`src/rtl/assert_macros.svh`:
```
// Assertion helpers shared by the RTL.
`ifndef ASSERT_MACROS_SVH
`define ASSERT_MACROS_SVH

`ifndef SYNTH

// Check that cons holds in the same cycle as ante.
`define ASSERT_IMPL(label, clk, rst_n, ante, cons, msg) \
    label: assert property (@(posedge clk) disable iff (!rst_n) (ante) |-> (cons)) \
        else $error(msg);

// Check that cons holds in the cycle after ante.
`define ASSERT_NEXT(label, clk, rst_n, ante, cons, msg) \
    label: assert property (@(posedge clk) disable iff (!rst_n) (ante) |=> (cons)) \
        else $error(msg);

`else

`define ASSERT_IMPL(label, clk, rst_n, ante, cons, msg)
`define ASSERT_NEXT(label, clk, rst_n, ante, cons, msg)

`endif

`endif

```
`src/rtl/lss_pkg.sv`:
```
`timescale 1ns / 1ps

package lss_pkg;

    localparam int NUM_STYLES       = 64;
    localparam int PATTERN_CAPACITY = 64;

    localparam int STYLE_FIELD_W = 6;
    localparam int CHAR_W        = 8;
    localparam int TIME_W        = 31;
    localparam int LEVEL_W       = 13;
    localparam int MODE_W        = 2;

    localparam int STYLE_W   = (NUM_STYLES > 1) ? $clog2(NUM_STYLES) : 1;
    localparam int LEN_W     = $clog2(PATTERN_CAPACITY);
    localparam int SUM_W     = LEN_W + 10;
    localparam int PAT_DEPTH = NUM_STYLES * PATTERN_CAPACITY;
    localparam int PAT_AW    = $clog2(PAT_DEPTH);

    localparam int DIV_W      = 32;
    localparam int STEP_BITS  = 4;
    localparam int DIV_STEPS  = DIV_W / STEP_BITS;
    localparam int DIV_CNT_W  = $clog2(DIV_STEPS);

    localparam logic [CHAR_W-1:0] CHAR_BASE   = 8'd97;
    localparam logic [CHAR_W-1:0] CHAR_NORMAL = 8'd109;
    localparam int LEVEL_SCALE = 22;
    localparam int LEVEL_EMPTY = 256;

    localparam logic FUNC_LOAD = 1'b0;
    localparam logic FUNC_TICK = 1'b1;

    localparam logic [MODE_W-1:0] FLAT_ANIMATE = 2'd0;
    localparam logic [MODE_W-1:0] FLAT_AVERAGE = 2'd1;
    localparam logic [MODE_W-1:0] FLAT_PEAK    = 2'd2;

    typedef enum logic [2:0] {
        ST_IDLE,
        ST_AVG,
        ST_TICK_RD,
        ST_TICK_START,
        ST_TICK_DIV,
        ST_TICK_CHAR,
        ST_TICK_EMIT
    } lss_state_t;

    typedef struct packed {
        logic load;
        logic avg_start;
        logic avg_write;
        logic tick_start;
        logic div_start_tick;
        logic emit;
    } lss_cmd_t;

    typedef struct packed {
        logic term_div;
        logic div_done;
        logic out_free;
        logic last_style;
    } lss_status_t;

    function automatic logic [PAT_AW-1:0] pat_addr(input logic [STYLE_W-1:0] style,
                                                   input logic [LEN_W-1:0] pos);
        return PAT_AW'(PAT_AW'(style) * PAT_AW'(PATTERN_CAPACITY) + PAT_AW'(pos));
    endfunction

endpackage

```
`src/rtl/lss_ctrl.sv`:
```
`timescale 1ns / 1ps

module lss_ctrl (
    input  logic                    clk,
    input  logic                    rst_n,
    input  logic                    item_valid,
    input  logic                    item_func,
    output logic                    item_ready,
    output lss_pkg::lss_cmd_t       cmd,
    input  lss_pkg::lss_status_t    status
);

    lss_pkg::lss_state_t state_reg;
    lss_pkg::lss_state_t state_next;

    always_ff @(posedge clk or negedge rst_n)
    begin
        if (!rst_n)
        begin
            state_reg <= lss_pkg::ST_IDLE;
        end
        else
        begin
            state_reg <= state_next;
        end
    end

    always_comb
    begin
        state_next = state_reg;
        cmd        = '0;
        item_ready = 1'b0;
        unique case (state_reg)
            lss_pkg::ST_IDLE:
            begin
                item_ready = 1'b1;
                if (item_valid)
                begin
                    if (item_func == lss_pkg::FUNC_TICK)
                    begin
                        cmd.tick_start = 1'b1;
                        state_next     = lss_pkg::ST_TICK_RD;
                    end
                    else
                    begin
                        cmd.load = 1'b1;
                        if (status.term_div)
                        begin
                            cmd.avg_start = 1'b1;
                            state_next    = lss_pkg::ST_AVG;
                        end
                    end
                end
            end
            lss_pkg::ST_AVG:
            begin
                if (status.div_done)
                begin
                    cmd.avg_write = 1'b1;
                    state_next    = lss_pkg::ST_IDLE;
                end
            end
            lss_pkg::ST_TICK_RD:
            begin
                state_next = lss_pkg::ST_TICK_START;
            end
            lss_pkg::ST_TICK_START:
            begin
                cmd.div_start_tick = 1'b1;
                state_next         = lss_pkg::ST_TICK_DIV;
            end
            lss_pkg::ST_TICK_DIV:
            begin
                if (status.div_done)
                begin
                    state_next = lss_pkg::ST_TICK_CHAR;
                end
            end
            lss_pkg::ST_TICK_CHAR:
            begin
                state_next = lss_pkg::ST_TICK_EMIT;
            end
            lss_pkg::ST_TICK_EMIT:
            begin
                if (status.out_free)
                begin
                    cmd.emit   = 1'b1;
                    state_next = status.last_style ? lss_pkg::ST_IDLE : lss_pkg::ST_TICK_RD;
                end
            end
            default:
            begin
                state_next = lss_pkg::ST_IDLE;
            end
        endcase
    end

endmodule

```
`config.mk`:
```
export PLATFORM = sky130hd
export DESIGN_NAME = lss_ctrl
export DESIGN_NICKNAME = d
export VERILOG_FILES = /design/src/rtl/assert_macros.svh /design/src/rtl/lss_pkg.sv /design/src/rtl/lss_ctrl.sv
export SDC_FILE = /design/constraint.sdc
export NUM_CORES = 1
export LEC_CHECK = 0
export ABC_CLOCK_PERIOD_IN_PS = 1000
export BUFFER_PORTS_ARGS = -buffer_cell sky130_fd_sc_hd__buf_4
export CAP_MARGIN = 20
export CORE_AREA = 2 2 39 41
export DETAILED_ROUTE_END_ITERATION = 10
export DIE_AREA = 0 0 41 43
export GPL_TIMING_DRIVEN = 0
export HOLD_SLACK_MARGIN = 0.1
export PLACE_DENSITY_LB_ADDON = 0.08
export SLEW_MARGIN = 20
export SYNTH_ARGS = -nofsm -noshare
export SYNTH_HDL_FRONTEND = slang
export SYNTH_SLANG_ARGS = --single-unit
```
`constraint.sdc`:
```
create_clock -name clk -period 1 [get_ports clk]
set_input_delay 0.05 -clock clk [delete_from_list [all_inputs] [get_ports clk]]
set_output_delay 0.05 -clock clk [all_outputs]
set_load 0.03 [all_outputs]
```
* After elaboration in Yosys (flattened, before gate mapping)
Index checks and enable logic that the tools add are counted.
W data, S select, Z words.
** Cells by class
- Equality and inequality tests :: 11
- Multiplexer cells :: 21
- Reductions and logical operators :: 2
** Operators by type and width (count)
- $pmux W3 S7 :: 1
- $mux W3 :: 6
- $mux W1 :: 10
- $eq A3 B3 Y1 const B :: 3
- $mux W2 :: 4
- $ne A2 B2 Y1 const B :: 4
- $eq A3 B2 Y1 const B :: 2
- $reduce_and A5 Y1 :: 1
- $eq A3 B1 Y1 const B :: 1
- $logic_not A3 Y1 :: 1
- $ne A3 B3 Y1 const B :: 1
** Storage, ports and cells
- Register bits :: 3
- Input port bits :: 8
- Output and inout port bits :: 7
- Logic and storage cells :: 35

* Logic depth before layout (Yosys ltp)
Gate-level depths: netlist of the first run.
- Word-level depth :: 4
- Gate-level depth with buffers :: 4

* Worst setup path before layout of the first run
Ideal clock, no wire load.
- Kind :: register to output
- Start point :: register state_reg[2]
- End point :: output cmd[2] (netlist bit)
- Arrival time :: 1389 ps
- Data required time :: 950 ps
- Setup slack :: -439 ps
- Cell stages (with the launch flop) :: 5
- Path buffers :: 1
- Cells stage by stage :: dfrtp_1 buf_6 nor3_4 nand2_1 nor2_1
** RTL lines
- start, declared :: line lss_ctrl.sv:13 : lss_pkg::lss_state_t state_reg;
- start signal, assigned :: line lss_ctrl.sv:20 : state_reg <= lss_pkg::ST_IDLE;
- start signal, assigned :: line lss_ctrl.sv:24 : state_reg <= state_next;
- end, declared :: line lss_ctrl.sv:9 : output lss_pkg::lss_cmd_t cmd,

==> results of run 1 <==
[worst register-to-register path, cell delays in order (launching register included)]
cell and delay (ns):
dfrtp_1 0.37, buf_6 0.14, buf_4 0.13, nor2b_4 0.12
buf_4 0.13, a21oi_2 0.13, o32ai_1 0.10
[final cells by class]
cell class                      instances  area (sq um)
Multi-Input combinational cell         21           204
Fill cell                             148           818
Tap cell                               16          20.0
Sequential cell                         3          76.3
Buffer                                  2          22.5
Timing Repair Buffer                   24           213
Inverter                                1          3.75
Clock buffer                            4          26.3
[cells by family (layout without fill, tap and decap cells)]
logic type	Yosys count	in the layout
and+or+nand+nor	13	13
DFF	3	3
AOI/OAI and AO/OA	8	8
buffers and inverters	4	31
[through the flow]
stage,setup WS [ns],area (sq um),std cells
after CTS,-0.394,522,67
after global routing,-0.415,566,71
after global placement,-0.142,397,58
after floorplan,-0.281,272,28
final,-0.354,566,71
after detailed placement,-0.140,397,58
[placed cells by master (no fill, tap or decap)]
| cell | n |
|---|---|
| a21o_2 | 1 |
| a21oi_2 | 2 |
| a2bb2oi_2 | 1 |
| a31oi_1 | 1 |
| and3_4 | 1 |
| and4_4 | 1 |
| and4bb_2 | 1 |
| buf_4 | 15 |
| buf_6 | 10 |
| clkbuf_1 | 1 |
| clkbuf_4 | 3 |
| dfrtp_1 | 2 |
| dfrtp_2 | 1 |
| dlygate4sd3_1 | 1 |
| inv_1 | 1 |
| nand2_1 | 2 |
| nand2_2 | 1 |
| nand2_4 | 1 |
| nor2_4 | 3 |
| nor2b_4 | 1 |
| nor3_4 | 1 |
| nor3b_2 | 1 |
| o21ai_0 | 1 |
| o22ai_1 | 1 |
| o32ai_1 | 1 |
[power by group]
part	switching, mW	internal, mW	total [mW]
Combinational	0.525	0.640	1.17
Clock	0.0608	0.149	0.210
Sequential	0.102	0.185	0.287
[per-layer routing]
layer  track usage  up-vias
li1              -      154
met1         0.138      149
met2         0.134        8
met3        0.0262        0
met4        0.0400        0
met5             0        -
[path summary, 6_finish.rpt]
kind                       slack (ns)          from            to
setup / recovery                -0.35  state_reg[2]        cmd[4]
hold / removal                   0.14         rst_n  state_reg[2]
setup reg to reg                -0.25  state_reg[2]  state_reg[0]
hold reg to reg                  0.59  state_reg[0]  state_reg[0]
max in group asynchronous        0.75         rst_n  state_reg[1]
min in group clk                 0.15     status[2]  state_reg[0]
[timing repair]
item | in CTS | in global routing
gates resized for setup | 15 | 3
gates cloned | 0 | 0
buffers inserted | 5 | 4
endpoints found under the setup margin | 9 | 10
pin swaps | 5 | 2
endpoints found under the hold margin | 3 | 0
hold buffers | 1 | 0
==> impl_metrics.ini, run 1 <==
[synthesis]
synth_top_area_cell = dfrtp_1
async_reset_ff_frac = 1.00
avgSynthCellArea_sq_um = 8.58
yosys.area_share.simple = 0.349
yosys-top-cells-count = nand2_1 (4), dfrtp_1 (3), nor2_1 (3)
synth.most_common_cell = nand2_1
syn-cell-area_sq_um = 240
synth_top_area_frac = 0.313
synth_mux_area_frac = 0
synth_edf_count = 0
synth.distinct_cells = 20
postSynthCellCount = 28
synth_xor_area_frac = 0
synth.area.top_cells = dfrtp_1 (31%), nor3_4 (6.8%), nand2_1 (6.3%), and4bb_2 (5.2%), buf_6 (4.7%)
synth-compound-area-share = 0.224
synth_top_family_by_area = simple AND/OR/NAND/NOR gates
synthesis.nets = 36
synth_flop_cell = dfrtp_1
ys_seq_elements = 3
synth_fa_ha_area_frac = 0
yosys_warnings = 0
synth.yosys.seq_area_share = 0.313

[power]
ir_worst_vdd_v = 0.00103
power.density_nw_per_um2 = 2940
report.power.total_mw = 1.66
power.leakage_nw = 0.261

[timing]
setup_viol = 10
setup-tns-final_ns = -2.61
fin_hold_ws_ns = 0.143
period_share = 1.35
max_clock_freq_mhz = 739
hold_viol = 0
max_slew_margin = 0.830
post-route-min-period_ns = 1.35
final.setup.worst_slack_ns = -0.354
slew_violations = 0
worst_slew_pin_slew_ns = 0.255
clock_skew_ns = 0.00179
rsz0062_at_grt = yes

[run_status]
violations = setup timing
status = finished, violations left

[global_route]
grt_max_degree = 11
grt_overflow = 0
grt_pass1_vias = 298
antenna_found_initial = 0
grt_pass1_wl_mm = 1.21
grt.total_usage = 0.0973

[cts]
cts_buffer_depth = 2
cts_sinks = 3
clk_latency_ns = 0.23
cts_tree = yes
root_buffer = clkbuf_4
cts_inserted_buffers = 3
path_clk_slew_ns = 0.04
cts.htree.levels = 1

[floorplan]
die_h_microns = 43
rows = 14
coreArea_sq_um = 1380
initial_core_util = 0.174
die-width_microns = 41
top_level_ports = 15
die-area_sq_um = 1760

[drt]
avgViaCountPerCell = 4.38
dr.max_layer_used = met3
num_vias = 311
route.met3.wl_microns = 37
routedWlPerCell_microns = 11.8
wl_met1_microns = 355
ant_nets = 0
first_pass_iters = 2
routed_wl_microns = 839
drc = 0
drt_iter0_drc = 4
wl_met2_microns = 445

[finish]
fin_nets = 64
diodes = 0
drive_gt1_frac = 0.800
largest_register_ffs = 3
area.growth.synth_to_final_pct = 135
final_core_util = 0.409

[worst_setup_path]
cp.required_ns = 0.95
crit_buf_inv = 2
slowest_delay_ns = 0.37
path_class = reg2out
cp_cell_sequence = buf_6 > nor3_4 > and4_4 > buf_6
cp_max_fo = 5
cp.arrival_ns = 1.30
critPathCaptureType = output pin
path_depth = 4
crit_slowest_cell = dfrtp_1
setup.worst_path.start_class = flip-flop
path_delay_family = simple AND/OR/NAND/NOR gates
crit_path_frequent_cell = buf_6
r2r_cells = 6

[placed_design]
place.gp.congestion = 0.624
hpwl_microns = 512
io_buffers = 14

[flow_run]
cap_violations = 0

[worst_hold_path]
hold_path_class = in2async
Note: power is estimated with default switching activity, not from simulation.
==> run 2: changes to the inputs <==
ABC_AREA = 1   (was default)
SETUP_SLACK_MARGIN = 0.2   (was default)
==> run 2 against run 1 <==
  * The run still ends with setup timing left
  * Die area unchanged
  * Register-to-register slack got worse by 0.02 ns
  * Clock power about the same
  * Core utilization increased by 6.7 points
  * Worst hold slack got worse by 0.015 ns
  * Synthesized cell count increased by 86%
  * Critical path type unchanged
  * Critical endpoint unchanged
  * Highest routed layer is now met4
==> impl_metrics.ini, run 2 <==
[run_status]
status = finished, violations left
violations = setup timing

[global_route]
antenna_found_initial = 0
grt_overflow = 0
grt_max_degree = 7
grt_pass1_vias = 418
grt_pass1_wl_mm = 1.59
grt.total_usage = 0.135

[placed_design]
place_area_sq_um = 484
place.gp.congestion = 0.793
io_buffers = 14
hpwl_microns = 628

[finish]
largest_register_ffs = 3
fin_nets = 89
fill_cells = 156
diodes = 0
drive_gt1_frac = 0.588
final_cell_mix = buf_4 (14), nand2_1 (9), buf_6 (9), nand3_1 (7), inv_1 (5)
stdcell_area_sq_um = 658
final_common_cell = buf_4
area.growth.synth_to_final_pct = 115

[floorplan]
coreArea_sq_um = 1380
rows = 14
initial_core_util = 0.222
die-area_sq_um = 1760
die-width_microns = 41
die_h_microns = 43
top_level_ports = 15

[cts]
clk_latency_ns = 0.23
root_buffer = clkbuf_4
cts_sinks = 3
cts_buffer_depth = 2
cts_inserted_buffers = 3
path_clk_slew_ns = 0.04
cts_tree = yes
cts.htree.levels = 1

[synthesis]
synth.yosys.seq_area_share = 0.245
synth_top_area_cell = dfrtp_1
avgSynthCellArea_sq_um = 5.90
synth_top_area_frac = 0.245
synthesis.nets = 60
synth_edf_count = 0
syn-cell-area_sq_um = 307
yosys-top-cells-count = nand2_1 (10), nand3_1 (10), nor2_1 (9)
postSynthCellCount = 52
synth.distinct_cells = 13
async_reset_ff_frac = 1.00
ys_seq_elements = 3
synth_flop_cell = dfrtp_1
yosys_warnings = 0
synth.area.top_cells = dfrtp_1 (24%), nand3_1 (16%), nand2_1 (12%), nor2_1 (11%), inv_1 (7.3%)

[drt]
drt_iter0_drc = 6
first_pass_iters = 4
drc = 0
avgViaCountPerCell = 4.54
ant_nets = 0
num_vias = 436
routed_wl_microns = 923
routedWlPerCell_microns = 9.61

[power]
power.density_nw_per_um2 = 2620
power.leakage_nw = 0.337
ir_worst_vdd_v = 0.00120

[timing]
max_clock_freq_mhz = 748
setup_viol = 10
fin_hold_ws_ns = 0.128
max_slew_margin = 0.840
worst_slew_pin_slew_ns = 0.240
period_share = 1.34
final.setup.worst_slack_ns = -0.338
hold_viol = 0
clock_skew_ns = 0.00146
rsz0062_at_grt = yes
post-route-min-period_ns = 1.34
slew_violations = 0

[worst_setup_path]
cp.required_ns = 0.95
r2r_start = state_reg[0]
cp.arrival_ns = 1.29
r2r_slack_ns = -0.27
critPathCaptureType = output pin
cp_max_fo = 2
reg2reg_to = state_reg[2]
r2r_cells = 6
setup.worst_path.start_class = flip-flop
path_class = reg2out

[flow_run]
cap_violations = 0

[worst_hold_path]
hold_path_class = in2reg
hold_depth = 4
hold_end = state_reg[0]
worstHoldStart = status[2]
## run 2: changes by cell type after synthesis, sizes merged, moves of 2 or more
cell	before	now
nand3	0	11
inv	1	9
nand2	4	12
nor2	3	11
buf	3	0
a21oi	2	0
o21ai	1	3
## run 2: worst max-delay path by stage
stage                  from      to  slack (ns)
2_1_floorplan  state_reg[1]  cmd[4]       -0.23
5_1_grt        state_reg[0]  cmd[4]       -0.42
3_3_place_gp   state_reg[1]  cmd[4]       -0.22
6_report       state_reg[0]  cmd[4]       -0.34
3_5_place_dp   state_reg[1]  cmd[4]       -0.21
4_1_cts        state_reg[0]  cmd[4]       -0.35
## run 2: worst max-delay path, stage by stage, from the launching register on
cell and delay, ns:
dfrtp_2 0.42, nor2_4 0.13, nand2_2 0.08, inv_4 0.06, nand2_4 0.05, nor3b_4 0.17
buf_6 0.15
## run 2: through the flow
stage | power [mW] | worst slack, ns | util | instances | TNS [ns]
6_report | 1.72 | -0.338 | 0.476 | 96 | -2.54
5_1_grt | 1.89 | -0.416 | 0.476 | 96 | -3.21
4_1_cts | 1.64 | -0.347 | 0.455 | 95 | -2.57
3_5_place_dp | 1.11 | -0.211 | 0.350 | 82 | -0.907
3_3_place_gp | 1.12 | -0.223 | 0.350 | 82 | -0.961
2_1_floorplan | 0.891 | -0.235 | - | 52 | -0.565
## run 2: power by group
part,internal (mW),total [mW],switching [mW]
registers,0.176,0.229,0.0523
logic,0.592,1.29,0.696
clock network,0.149,0.208,0.0584
total,0.917,1.72,0.807
## run 2: what timing repair did
item / CTS / global route
gates resized for setup: 12 / 4
endpoints found under the hold margin: 3 / 0
pin swaps: 3 / 1
buffers inserted: 8 / 1
hold buffers: 1 / 0
endpoints found under the setup margin: 10 / 10
## run 2: cells by family (layout without fill, tap and decap cells)
group / Yosys count / count (layout) / share of synthesized area
AO/OA/AOI/OAI: 3 / 3 / 0.0490
buffers and inverters: 9 / 37 / 0.110
AND/OR/NAND/NOR: 37 / 37 / 0.596
flip-flops: 3 / 3 / 0.245
## run 2: layout make-up
| cell class | instances | area [sq um] | area share |
|---|---|---|---|
| flip-flops and latches | 3 | 77.6 | 0.118 |
| multi-input cells | 40 | 282 | 0.428 |
| well taps | 16 | 20.0 | 0.0304 |
| clock buffers | 4 | 26.3 | 0.0399 |
| repair buffers | 24 | 216 | 0.329 |
| inverters | 9 | 36.3 | 0.0551 |
## run 2: metal layers
metal  share of wire  global-route usage
met1            0.37               0.143
met2            0.57               0.213
met3           0.041              0.0366
met4           0.015               0.100
met5               0                   0
